--- config.mk ---
export PLATFORM = sky130hd
export DESIGN_NAME = checksummed_frame_tx_queue
export DESIGN_NICKNAME = d
export VERILOG_FILES = /design/src/hw/rtl/cftq_pkg.sv /design/src/hw/rtl/checksummed_frame_tx_queue.sv
export SDC_FILE = /design/constraint.sdc
export NUM_CORES = 2
export LEC_CHECK = 0
export BUFFER_PORTS_ARGS = -buffer_cell sky130_fd_sc_hd__buf_2
export CORE_ASPECT_RATIO = 0.7
export CORE_UTILIZATION = 55
export DETAILED_ROUTE_END_ITERATION = 16
export GPL_TIMING_DRIVEN = 0
export HOLD_SLACK_MARGIN = 0.02
export MAX_ROUTING_LAYER = met4
export PLACE_DENSITY = 0.71
export SETUP_SLACK_MARGIN = 0.2
export SLEW_MARGIN = 10
export SYNTH_ARGS = -nofsm -noshare
export SYNTH_HDL_FRONTEND = slang
export SYNTH_SLANG_ARGS = --single-unit
--- constraint.sdc ---
create_clock -name clk_i -period 40.3 [get_ports clk_i]
set_input_delay 8.06 -clock clk_i [delete_from_list [all_inputs] [get_ports clk_i]]
set_output_delay 8.06 -clock clk_i [all_outputs]
set_load 0.005 [all_outputs]
--- src/hw/rtl/cftq_pkg.sv ---
// Package for the checksummed frame transmit queue: sizes, frame constants,
// command codes and the slot addressing helpers. No dependencies.
`timescale 1ns / 1ps
package cftq_pkg;

  localparam int FRAME_SLOTS  = 8;
  localparam int MAX_PAYLOAD  = 32;
  localparam int SLOT_BYTES   = MAX_PAYLOAD + 7;
  localparam int STORE_DEPTH  = FRAME_SLOTS * SLOT_BYTES;

  localparam int SLOT_W = $clog2(FRAME_SLOTS);
  localparam int POS_W  = $clog2(SLOT_BYTES);
  localparam int CNT_W  = $clog2(SLOT_BYTES + 1);
  localparam int LEN_W  = $clog2(MAX_PAYLOAD + 1);
  localparam int ADDR_W = $clog2(STORE_DEPTH);

  localparam int S_DATA_W = 40;
  localparam int M_DATA_W = 8;

  localparam logic [7:0] SYNC_A       = 8'hFE;
  localparam logic [7:0] SYNC_B       = 8'hDA;
  localparam logic [7:0] HEADER_EXTRA = 8'd7;
  localparam logic [2:0] SEND_PHASE   = 3'd5;
  localparam int         HDR_BYTES    = 6;

  typedef enum logic [1:0] {
    CMD_OPEN    = 2'd0,
    CMD_PAYLOAD = 2'd1,
    CMD_TICK    = 2'd2
  } cftq_cmd_e;

  function automatic logic [ADDR_W-1:0] byte_addr(logic [SLOT_W-1:0] slot,
                                                  logic [POS_W-1:0]  pos);
    return ADDR_W'(slot) * ADDR_W'(SLOT_BYTES) + ADDR_W'(pos);
  endfunction

  function automatic logic [SLOT_W-1:0] next_slot(logic [SLOT_W-1:0] slot);
    return (slot == SLOT_W'(FRAME_SLOTS - 1)) ? '0 : slot + SLOT_W'(1);
  endfunction

endpackage

--- src/hw/rtl/checksummed_frame_tx_queue.sv ---
// Checksummed frame transmit queue: builds frames into a ring of slots held in
// one synchronous byte memory and sends the oldest completed frame on every
// sixth timer tick. Depends on cftq_pkg.
`timescale 1ns / 1ps
// Usage:
//   Slave stream: tuser carries the command (open frame, payload byte, tick),
//   tdata the header fields and payload byte. Master stream: tdata is the
//   sent byte, tlast marks the final byte of a frame or a drop report, tuser
//   flags a drop report (an open refused because the ring is full).
// Work per input transfer:
//   open frame  : one memory write per header byte; a zero-length frame adds
//                 the checksum write.
//   payload byte: one memory write; the final byte adds the checksum write.
//   tick        : on the sending tick the input side stays closed while the
//                 frame (len+7 bytes) goes out, each byte as a memory read and
//                 then a load of the output register.
//   drop report : waits for a free output register, then loads the report.
// Reset clears the ring pointers, tick phase and the output register. The
// frame memory is not cleared: only completed frames are ever read.
// A stalled sink holds the output register; the send sequence waits on it
// and issues no further memory read until the register drains.
// Sends read only the tail slot and builds write only the head slot, which
// differ whenever a send runs, and no write happens during a send, so the
// memory needs no forwarding.
module checksummed_frame_tx_queue (
  input  logic                          clk_i,
  input  logic                          rst_ni,
  input  logic                          s_axis_tvalid_i,
  output logic                          s_axis_tready_o,
  // [7:0] src_id, [15:8] dst_id, [23:16] msg_code, [29:24] payload_len,
  // [37:30] payload_byte, [39:38] zero
  input  logic [cftq_pkg::S_DATA_W-1:0] s_axis_tdata_i,
  // [1:0] command
  input  logic [1:0]                    s_axis_tuser_i,
  output logic                          m_axis_tvalid_o,
  input  logic                          m_axis_tready_i,
  // [7:0] tx_byte
  output logic [cftq_pkg::M_DATA_W-1:0] m_axis_tdata_o,
  // last_byte
  output logic                          m_axis_tlast_o,
  // [0] dropped
  output logic                          m_axis_tuser_o
);
  import cftq_pkg::*;

  typedef enum logic [2:0] {
    ST_IDLE,
    ST_HDR,
    ST_CSUM,
    ST_DROP,
    ST_SEND
  } state_e;

  state_e            state_q, state_d;
  logic [SLOT_W-1:0] head_q, head_d, tail_q, tail_d;
  logic [2:0]        phase_q, phase_d;
  logic [LEN_W-1:0]  fill_q, fill_d, blen_q, blen_d;
  logic [7:0]        sum_q, sum_d;
  logic              build_q, build_d;
  logic [2:0]        hidx_q, hidx_d;
  logic [7:0]        lbyte_q, lbyte_d, src_q, src_d, dst_q, dst_d, code_q, code_d;
  logic [POS_W-1:0]  idx_q, idx_d;
  logic [CNT_W-1:0]  total_q, total_d;
  logic              rdp_q, rdp_d;
  logic              ov_q, ov_d, olast_q, olast_d, odrop_q, odrop_d;
  logic [7:0]        obyte_q, obyte_d;

  // frame memory
  logic [7:0]        mem [STORE_DEPTH];
  logic              mem_we, rd_en;
  logic [ADDR_W-1:0] waddr, raddr;
  logic [7:0]        wdata, rdata_q;

  // input fields
  logic [7:0]       in_src, in_dst, in_code, in_pay;
  logic [5:0]       in_len;
  logic [LEN_W-1:0] len_sat;
  logic [7:0]       len_byte, open_sum;
  logic             in_acc, ring_full, out_free;
  logic [CNT_W-1:0] tot_now;
  logic             send_last;

  assign in_src  = s_axis_tdata_i[7:0];
  assign in_dst  = s_axis_tdata_i[15:8];
  assign in_code = s_axis_tdata_i[23:16];
  assign in_len  = s_axis_tdata_i[29:24];
  assign in_pay  = s_axis_tdata_i[37:30];

  assign s_axis_tready_o = (state_q == ST_IDLE);
  assign in_acc          = s_axis_tvalid_i && s_axis_tready_o;
  assign ring_full       = (next_slot(head_q) == tail_q);
  // output register is empty now or drains at this edge
  assign out_free        = !ov_q || m_axis_tready_i;

  assign len_sat  = (in_len > 6'(MAX_PAYLOAD)) ? LEN_W'(MAX_PAYLOAD) : LEN_W'(in_len);
  assign len_byte = 8'(len_sat) + HEADER_EXTRA;
  assign open_sum = SYNC_A + SYNC_B + len_byte + in_src + in_dst + in_code;

  // frame length comes from the length byte (byte 2) as it is read back
  assign tot_now   = (idx_q == POS_W'(2)) ?
                     ((rdata_q > 8'(SLOT_BYTES)) ? CNT_W'(SLOT_BYTES) : CNT_W'(rdata_q)) :
                     total_q;
  assign send_last = ((CNT_W'(idx_q) + CNT_W'(1)) == tot_now);

  assign raddr = byte_addr(tail_q, idx_q);
  assign rd_en = (state_q == ST_SEND) && !rdp_q && out_free;

  always_comb begin
    state_d = state_q;
    head_d  = head_q;
    tail_d  = tail_q;
    phase_d = phase_q;
    fill_d  = fill_q;
    blen_d  = blen_q;
    sum_d   = sum_q;
    build_d = build_q;
    hidx_d  = hidx_q;
    lbyte_d = lbyte_q;
    src_d   = src_q;
    dst_d   = dst_q;
    code_d  = code_q;
    idx_d   = idx_q;
    total_d = total_q;
    rdp_d   = rdp_q;
    ov_d    = ov_q && !m_axis_tready_i;
    olast_d = olast_q;
    odrop_d = odrop_q;
    obyte_d = obyte_q;
    mem_we  = 1'b0;
    waddr   = byte_addr(head_q, '0);
    wdata   = SYNC_A;

    case (state_q)
      ST_IDLE: begin
        if (in_acc) begin
          case (cftq_cmd_e'(s_axis_tuser_i))
            CMD_OPEN: begin
              if (ring_full) begin
                build_d = 1'b0;
                state_d = ST_DROP;
              end else begin
                mem_we  = 1'b1;
                waddr   = byte_addr(head_q, '0);
                wdata   = SYNC_A;
                lbyte_d = len_byte;
                src_d   = in_src;
                dst_d   = in_dst;
                code_d  = in_code;
                sum_d   = open_sum;
                blen_d  = len_sat;
                fill_d  = '0;
                build_d = 1'b1;
                hidx_d  = 3'd1;
                state_d = ST_HDR;
              end
            end
            CMD_PAYLOAD: begin
              if (build_q) begin
                mem_we = 1'b1;
                waddr  = byte_addr(head_q, POS_W'(HDR_BYTES) + POS_W'(fill_q));
                wdata  = in_pay;
                sum_d  = sum_q + in_pay;
                fill_d = fill_q + LEN_W'(1);
                if ((fill_q + LEN_W'(1)) >= blen_q) begin
                  state_d = ST_CSUM;
                end
              end
            end
            CMD_TICK: begin
              if (phase_q == SEND_PHASE) begin
                phase_d = '0;
                if (tail_q != head_q) begin
                  idx_d   = '0;
                  total_d = CNT_W'(SLOT_BYTES);
                  rdp_d   = 1'b0;
                  state_d = ST_SEND;
                end
              end else begin
                phase_d = phase_q + 3'd1;
              end
            end
            default: ;  // unused command, no effect
          endcase
        end
      end

      ST_HDR: begin
        mem_we = 1'b1;
        waddr  = byte_addr(head_q, POS_W'(hidx_q));
        case (hidx_q)
          3'd1:    wdata = SYNC_B;
          3'd2:    wdata = lbyte_q;
          3'd3:    wdata = src_q;
          3'd4:    wdata = dst_q;
          default: wdata = code_q;
        endcase
        hidx_d = hidx_q + 3'd1;
        if (hidx_q == 3'(HDR_BYTES - 1)) begin
          state_d = (blen_q == '0) ? ST_CSUM : ST_IDLE;
        end
      end

      ST_CSUM: begin
        mem_we  = 1'b1;
        waddr   = byte_addr(head_q, POS_W'(HDR_BYTES) + POS_W'(blen_q));
        wdata   = sum_q;
        head_d  = next_slot(head_q);
        build_d = 1'b0;
        state_d = ST_IDLE;
      end

      ST_DROP: begin
        if (out_free) begin
          ov_d    = 1'b1;
          obyte_d = '0;
          olast_d = 1'b1;
          odrop_d = 1'b1;
          state_d = ST_IDLE;
        end
      end

      ST_SEND: begin
        if (rd_en) begin
          rdp_d = 1'b1;
        end
        if (rdp_q) begin
          // read data lands now; output register was freed when it was issued
          ov_d    = 1'b1;
          obyte_d = rdata_q;
          olast_d = send_last;
          odrop_d = 1'b0;
          total_d = tot_now;
          idx_d   = idx_q + POS_W'(1);
          rdp_d   = 1'b0;
          if (send_last) begin
            tail_d  = next_slot(tail_q);
            state_d = ST_IDLE;
          end
        end
      end

      default: state_d = ST_IDLE;
    endcase
  end

  always_ff @(posedge clk_i or negedge rst_ni) begin
    if (!rst_ni) begin
      state_q <= ST_IDLE;
      head_q  <= '0;
      tail_q  <= '0;
      phase_q <= '0;
      fill_q  <= '0;
      blen_q  <= '0;
      sum_q   <= '0;
      build_q <= 1'b0;
      hidx_q  <= '0;
      lbyte_q <= '0;
      src_q   <= '0;
      dst_q   <= '0;
      code_q  <= '0;
      idx_q   <= '0;
      total_q <= CNT_W'(SLOT_BYTES);
      rdp_q   <= 1'b0;
      ov_q    <= 1'b0;
      olast_q <= 1'b0;
      odrop_q <= 1'b0;
      obyte_q <= '0;
    end else begin
      state_q <= state_d;
      head_q  <= head_d;
      tail_q  <= tail_d;
      phase_q <= phase_d;
      fill_q  <= fill_d;
      blen_q  <= blen_d;
      sum_q   <= sum_d;
      build_q <= build_d;
      hidx_q  <= hidx_d;
      lbyte_q <= lbyte_d;
      src_q   <= src_d;
      dst_q   <= dst_d;
      code_q  <= code_d;
      idx_q   <= idx_d;
      total_q <= total_d;
      rdp_q   <= rdp_d;
      ov_q    <= ov_d;
      olast_q <= olast_d;
      odrop_q <= odrop_d;
      obyte_q <= obyte_d;
    end
  end

  // single write port, single registered read port
  always_ff @(posedge clk_i) begin
    if (mem_we) begin
      mem[waddr] <= wdata;
    end
    if (rd_en) begin
      rdata_q <= mem[raddr];
    end
  end

  assign m_axis_tvalid_o = ov_q;
  assign m_axis_tdata_o  = obyte_q;
  assign m_axis_tlast_o  = olast_q;
  assign m_axis_tuser_o  = odrop_q;

endmodule

==> impl_summary.md <==
Global route
Entering global routing, the biggest net connects 89 pins. After global routing the overflow that remains totals 0. The number of global-route vias before repair is 58240.

The total global routing track utilization is 0.4401. The initial antenna violation count is 39. The wire length of the first global-routing pass is 532200 um.

Clock tree
TritonCTS created 232 clock buffers. The number of buffers on the longest clock path is 4. The number of clock sinks seen by CTS is 2595. The maximum level of the CTS H-tree is 4.

After clock tree synthesis, the flow added hold-fix buffers numbering 0. TritonCTS built the clock tree. In this run the post-CTS setup repair buffer count came out at 0. The tree is rooted in a sky130_fd_sc_hd__clkbuf_16. The clock latency at the later pin of the worst-skew pair is 0.91 ns. The number of gates resized after CTS is 0.

The clock-pin slew of the registers on the worst-case setup and hold paths is 0.06 ns.

Synth
The mean area per synthesized cell is 20.31 um^2. The netlist area before placement is 104900 um^2. The most instantiated flip-flop cell in the synthesis netlist is sky130_fd_sc_hd__edfxtp_1. The top cell type by total area after synthesis is sky130_fd_sc_hd__edfxtp_1. The sequential fraction of the synthesis area is 0.7387. The number of nets in the synthesized netlist is 5306. Sorting the synthesized cells by area gives the leading types as sky130_fd_sc_hd__edfxtp_1 (72%), sky130_fd_sc_hd__mux4_2 (15%), sky130_fd_sc_hd__dfrtp_1 (2.1%), sky130_fd_sc_hd__nor3_1 (1.5%), sky130_fd_sc_hd__mux2i_1 (0.93%). In this run, synthesis inferred 2504 flip-flops with an integrated enable.

The area share of the leading cell type in the synthesized netlist is 0.7169. After technology mapping, the gate count stands at 5163. The commonest cells after synthesis are sky130_fd_sc_hd__edfxtp_1 (2504), sky130_fd_sc_hd__mux4_2 (706), sky130_fd_sc_hd__nor3_1 (307). Synthesis inferred 2595 register bits. The share of synthesized flip-flops with an asynchronous set or reset is 0.03507. The Yosys warning count is 0.

In this run, distinct cell masters in the synthesized netlist total 85. The most frequent cell after synthesis is sky130_fd_sc_hd__edfxtp_1.

Place
The detailed-placement wirelength estimate is 283100 um. The quantity of I/O buffers inserted on ports is 55. Routability-driven placement finished with a final weighted congestion of 1.062.

Die
The die span in x is 523.9 um. The number of rows created at floorplan is 133. During I/O placement, the number of pins put on the boundary was 58. For this configuration, the core starts out at a cell density of 0.5563. The placeable core area is 188500 um^2. The die covers 192500 um^2. The floorplan step set the die height to 367.4 um.

Route
Using the TritonRoute via totals, the vias-per-cell ratio works out to 7.552. The total met3 wirelength after detailed routing is 81510 um. The final route contains 63440 vias.

After detailed routing, the met2 layer carries 156500 um of wire. The detailed-router iteration count before antenna repair is 8. The post-detailed-routing wire length is 407000 um.

The number of DRC violations after detailed routing is 0. After detailed routing, no signal wire sits above met4. The detailed router put a total of 142500 um of wire on met1. The post-detailed-route count of antenna-violating nets is 0.

The initial detailed-routing violation count is 13590. Dividing the detail-routed wire length by the instance count gives 48.45 um.

Worst setup path
Across all register-to-register paths, the minimum setup slack is 31.42 ns. The highest fanout seen on the critical path is 10. The required time reported for the critical path endpoint is 40.82 ns. The nature of the critical path endpoint is a register. For the worst setup path, the data arrival time is 13.21 ns. The most common cell type on the critical path is sky130_fd_sc_hd__buf_2.

In this run the critical register-to-register path is captured at rdata_q[1]. For this run, the slowest stage of the critical path takes 0.94 ns. The type of the worst setup path is in2reg. The depth of the worst register-to-register path is 14. The critical path goes through buf_2, inv_1, ha_1, and3_1, o31ai_1, buf_2, nand2_1, and2_1, nor3_1, nand2_2, clkbuf_2, nor3_2. The critical path launch point type is a primary input.

The startpoint identified for the worst register-to-register timing path is tail_q[0]. The cell type of the slowest stage on the worst timing path is sky130_fd_sc_hd__nor3_2.

STA
Subtracting the final worst setup slack from the clock period gives 12.69 ns. The worst slew margin relative to its limit is -0.03545. The highest clock rate is 78.82 MHz. Setup violations remaining at the end of the flow were counted as 0. Setup repair after global routing left no endpoint under its margin. The hold violation count in the final report is 0.

Dividing the final minimum period by the clock period gives 0.3148. Adding up every negative setup slack in the final design gives 0 ns. On the final layout, the worst clock skew is 0.04161 ns.

The final number of max-transition violations was 42. The pin slew with the least headroom to its limit is 1.553 ns.

Finish
The layout has 12460 filler cells. The number of nets in the final layout is 5837. In the final layout, the share of cells above drive strength 1 is 0.3285. The synthesis-to-finish area growth is 15.32%.

Min path
The worst hold path terminates at dst_q[3]. The startpoint of the most critical hold path is dst_q[3]. The worst hold path belongs to the class reg2reg. Counting instances, the worst hold path has a depth of 2.

Job
The max-cap violation count is 5.

Status
The checks that failed: max-capacitance violations, max-slew violations. The flow ran to the end, but the final reports show violations.
## stage by stage
stage          area, um^2  std cells  setup slack, ns  utilization  hold WS (ns)
6_report           121000       8401            27.61       0.6415        0.4900
5_1_grt            120900       8390            27.94       0.6414        0.5155
4_1_cts            120800       8370            27.82       0.6404        0.4873
3_3_place_gp       108300       7715            8.142       0.5743        0.4671
2_1_floorplan      104900       5163            22.77            -        0.4497
3_5_place_dp       113500       7957            26.90       0.6018        0.4733
## state kept, by name (all words and copies together) (netlist names)
name,count
mem,2496
code_q,8
dst_q,8
m_axis_tdata_o,8
rdata_q,8
src_q,8
sum_q,8
lbyte_q,7
blen_q,6
fill_q,6
idx_q,6
total_q,6
head_q,3
hidx_q,3
phase_q,3
state_q,3
tail_q,3
build_q,1
m_axis_tlast_o,1
m_axis_tuser_o,1
m_axis_tvalid_o,1
rdp_q,1
## how the worst max path moves through the flow
stage	cells after the start	to	start	slack [ns]
floorplan	7	mem[0][6]	s_axis_tuser_i[1]	22.77
global placement	7	mem[4][4]	hidx_q[2]	8.14
detailed placement	12	mem[95][5]	s_axis_tuser_i[1]	26.90
CTS	12	mem[95][2]	s_axis_tuser_i[1]	27.82
global route	12	mem[51][3]	s_axis_tuser_i[1]	27.94
finish	12	mem[51][3]	s_axis_tuser_i[1]	27.61
## routing by layer
metal  vias to the layer above  track usage
met5                         -            -
met4                         0       0.2161
met3                      1335       0.2408
met2                      6566       0.5343
met1                     32940       0.5901
li1                      22610            -
## worst max-delay path, delay by kind of cell
family / cells / cell delay (ns)
adders and majority gates: 1 / 0.24
and+or+nand+nor: 6 / 3.10
AOI/OAI and AO/OA: 1 / 0.44
buffers and inverters: 4 / 1.33
## layout make-up
type                    count  area [um^2]  area share
flip-flops and latches   2595        77470      0.6405
multi-input cells        2171        27380      0.2264
clock buffers             288         6037     0.04991
repair buffers            297         3709     0.03066
well taps                2497         3124     0.02583
plain buffers             330         1640     0.01356
clock inverters           125         1255     0.01038
inverters                  67        251.5    0.002079
diodes                     31        77.57   0.0006414
## cells in the final DEF (no fill, tap or decap), types with 62 or more instances in the layout
cell	instances
sky130_fd_sc_hd__dfrtp_1	87
sky130_fd_sc_hd__nor2_1	87
sky130_fd_sc_hd__a21oi_1	75
sky130_fd_sc_hd__edfxtp_1	2504
sky130_fd_sc_hd__o21ai_0	68
sky130_fd_sc_hd__buf_2	157
sky130_fd_sc_hd__mux2i_1	97
sky130_fd_sc_hd__mux4_2	706
sky130_fd_sc_hd__clkbuf_2	83
sky130_fd_sc_hd__nand2_1	209
sky130_fd_sc_hd__inv_1	66
sky130_fd_sc_hd__buf_4	156
sky130_fd_sc_hd__clkbuf_16	233
sky130_fd_sc_hd__ha_1	73
sky130_fd_sc_hd__buf_12	62
sky130_fd_sc_hd__clkbuf_1	144
sky130_fd_sc_hd__nor3_2	279
## cells by family (layout without fill, tap and decap cells)
kind of cell	Yosys count	after routing	synth area share
AO/OA/AOI/OAI	377	377	0.02502
XOR/XNOR	60	60	0.005010
adder cells (fa/ha/maj)	97	97	0.01329
buffers and inverters	397	1107	0.01692
flip-flops	2595	2595	0.7387
multiplexers	836	836	0.1644
other	1	32	0.00003575
AND/OR/NAND/NOR	800	800	0.03665
Power is left out: the tool's default activity adds up to more than one toggle a clock period on the data nets, which glitch-free logic cannot reach.
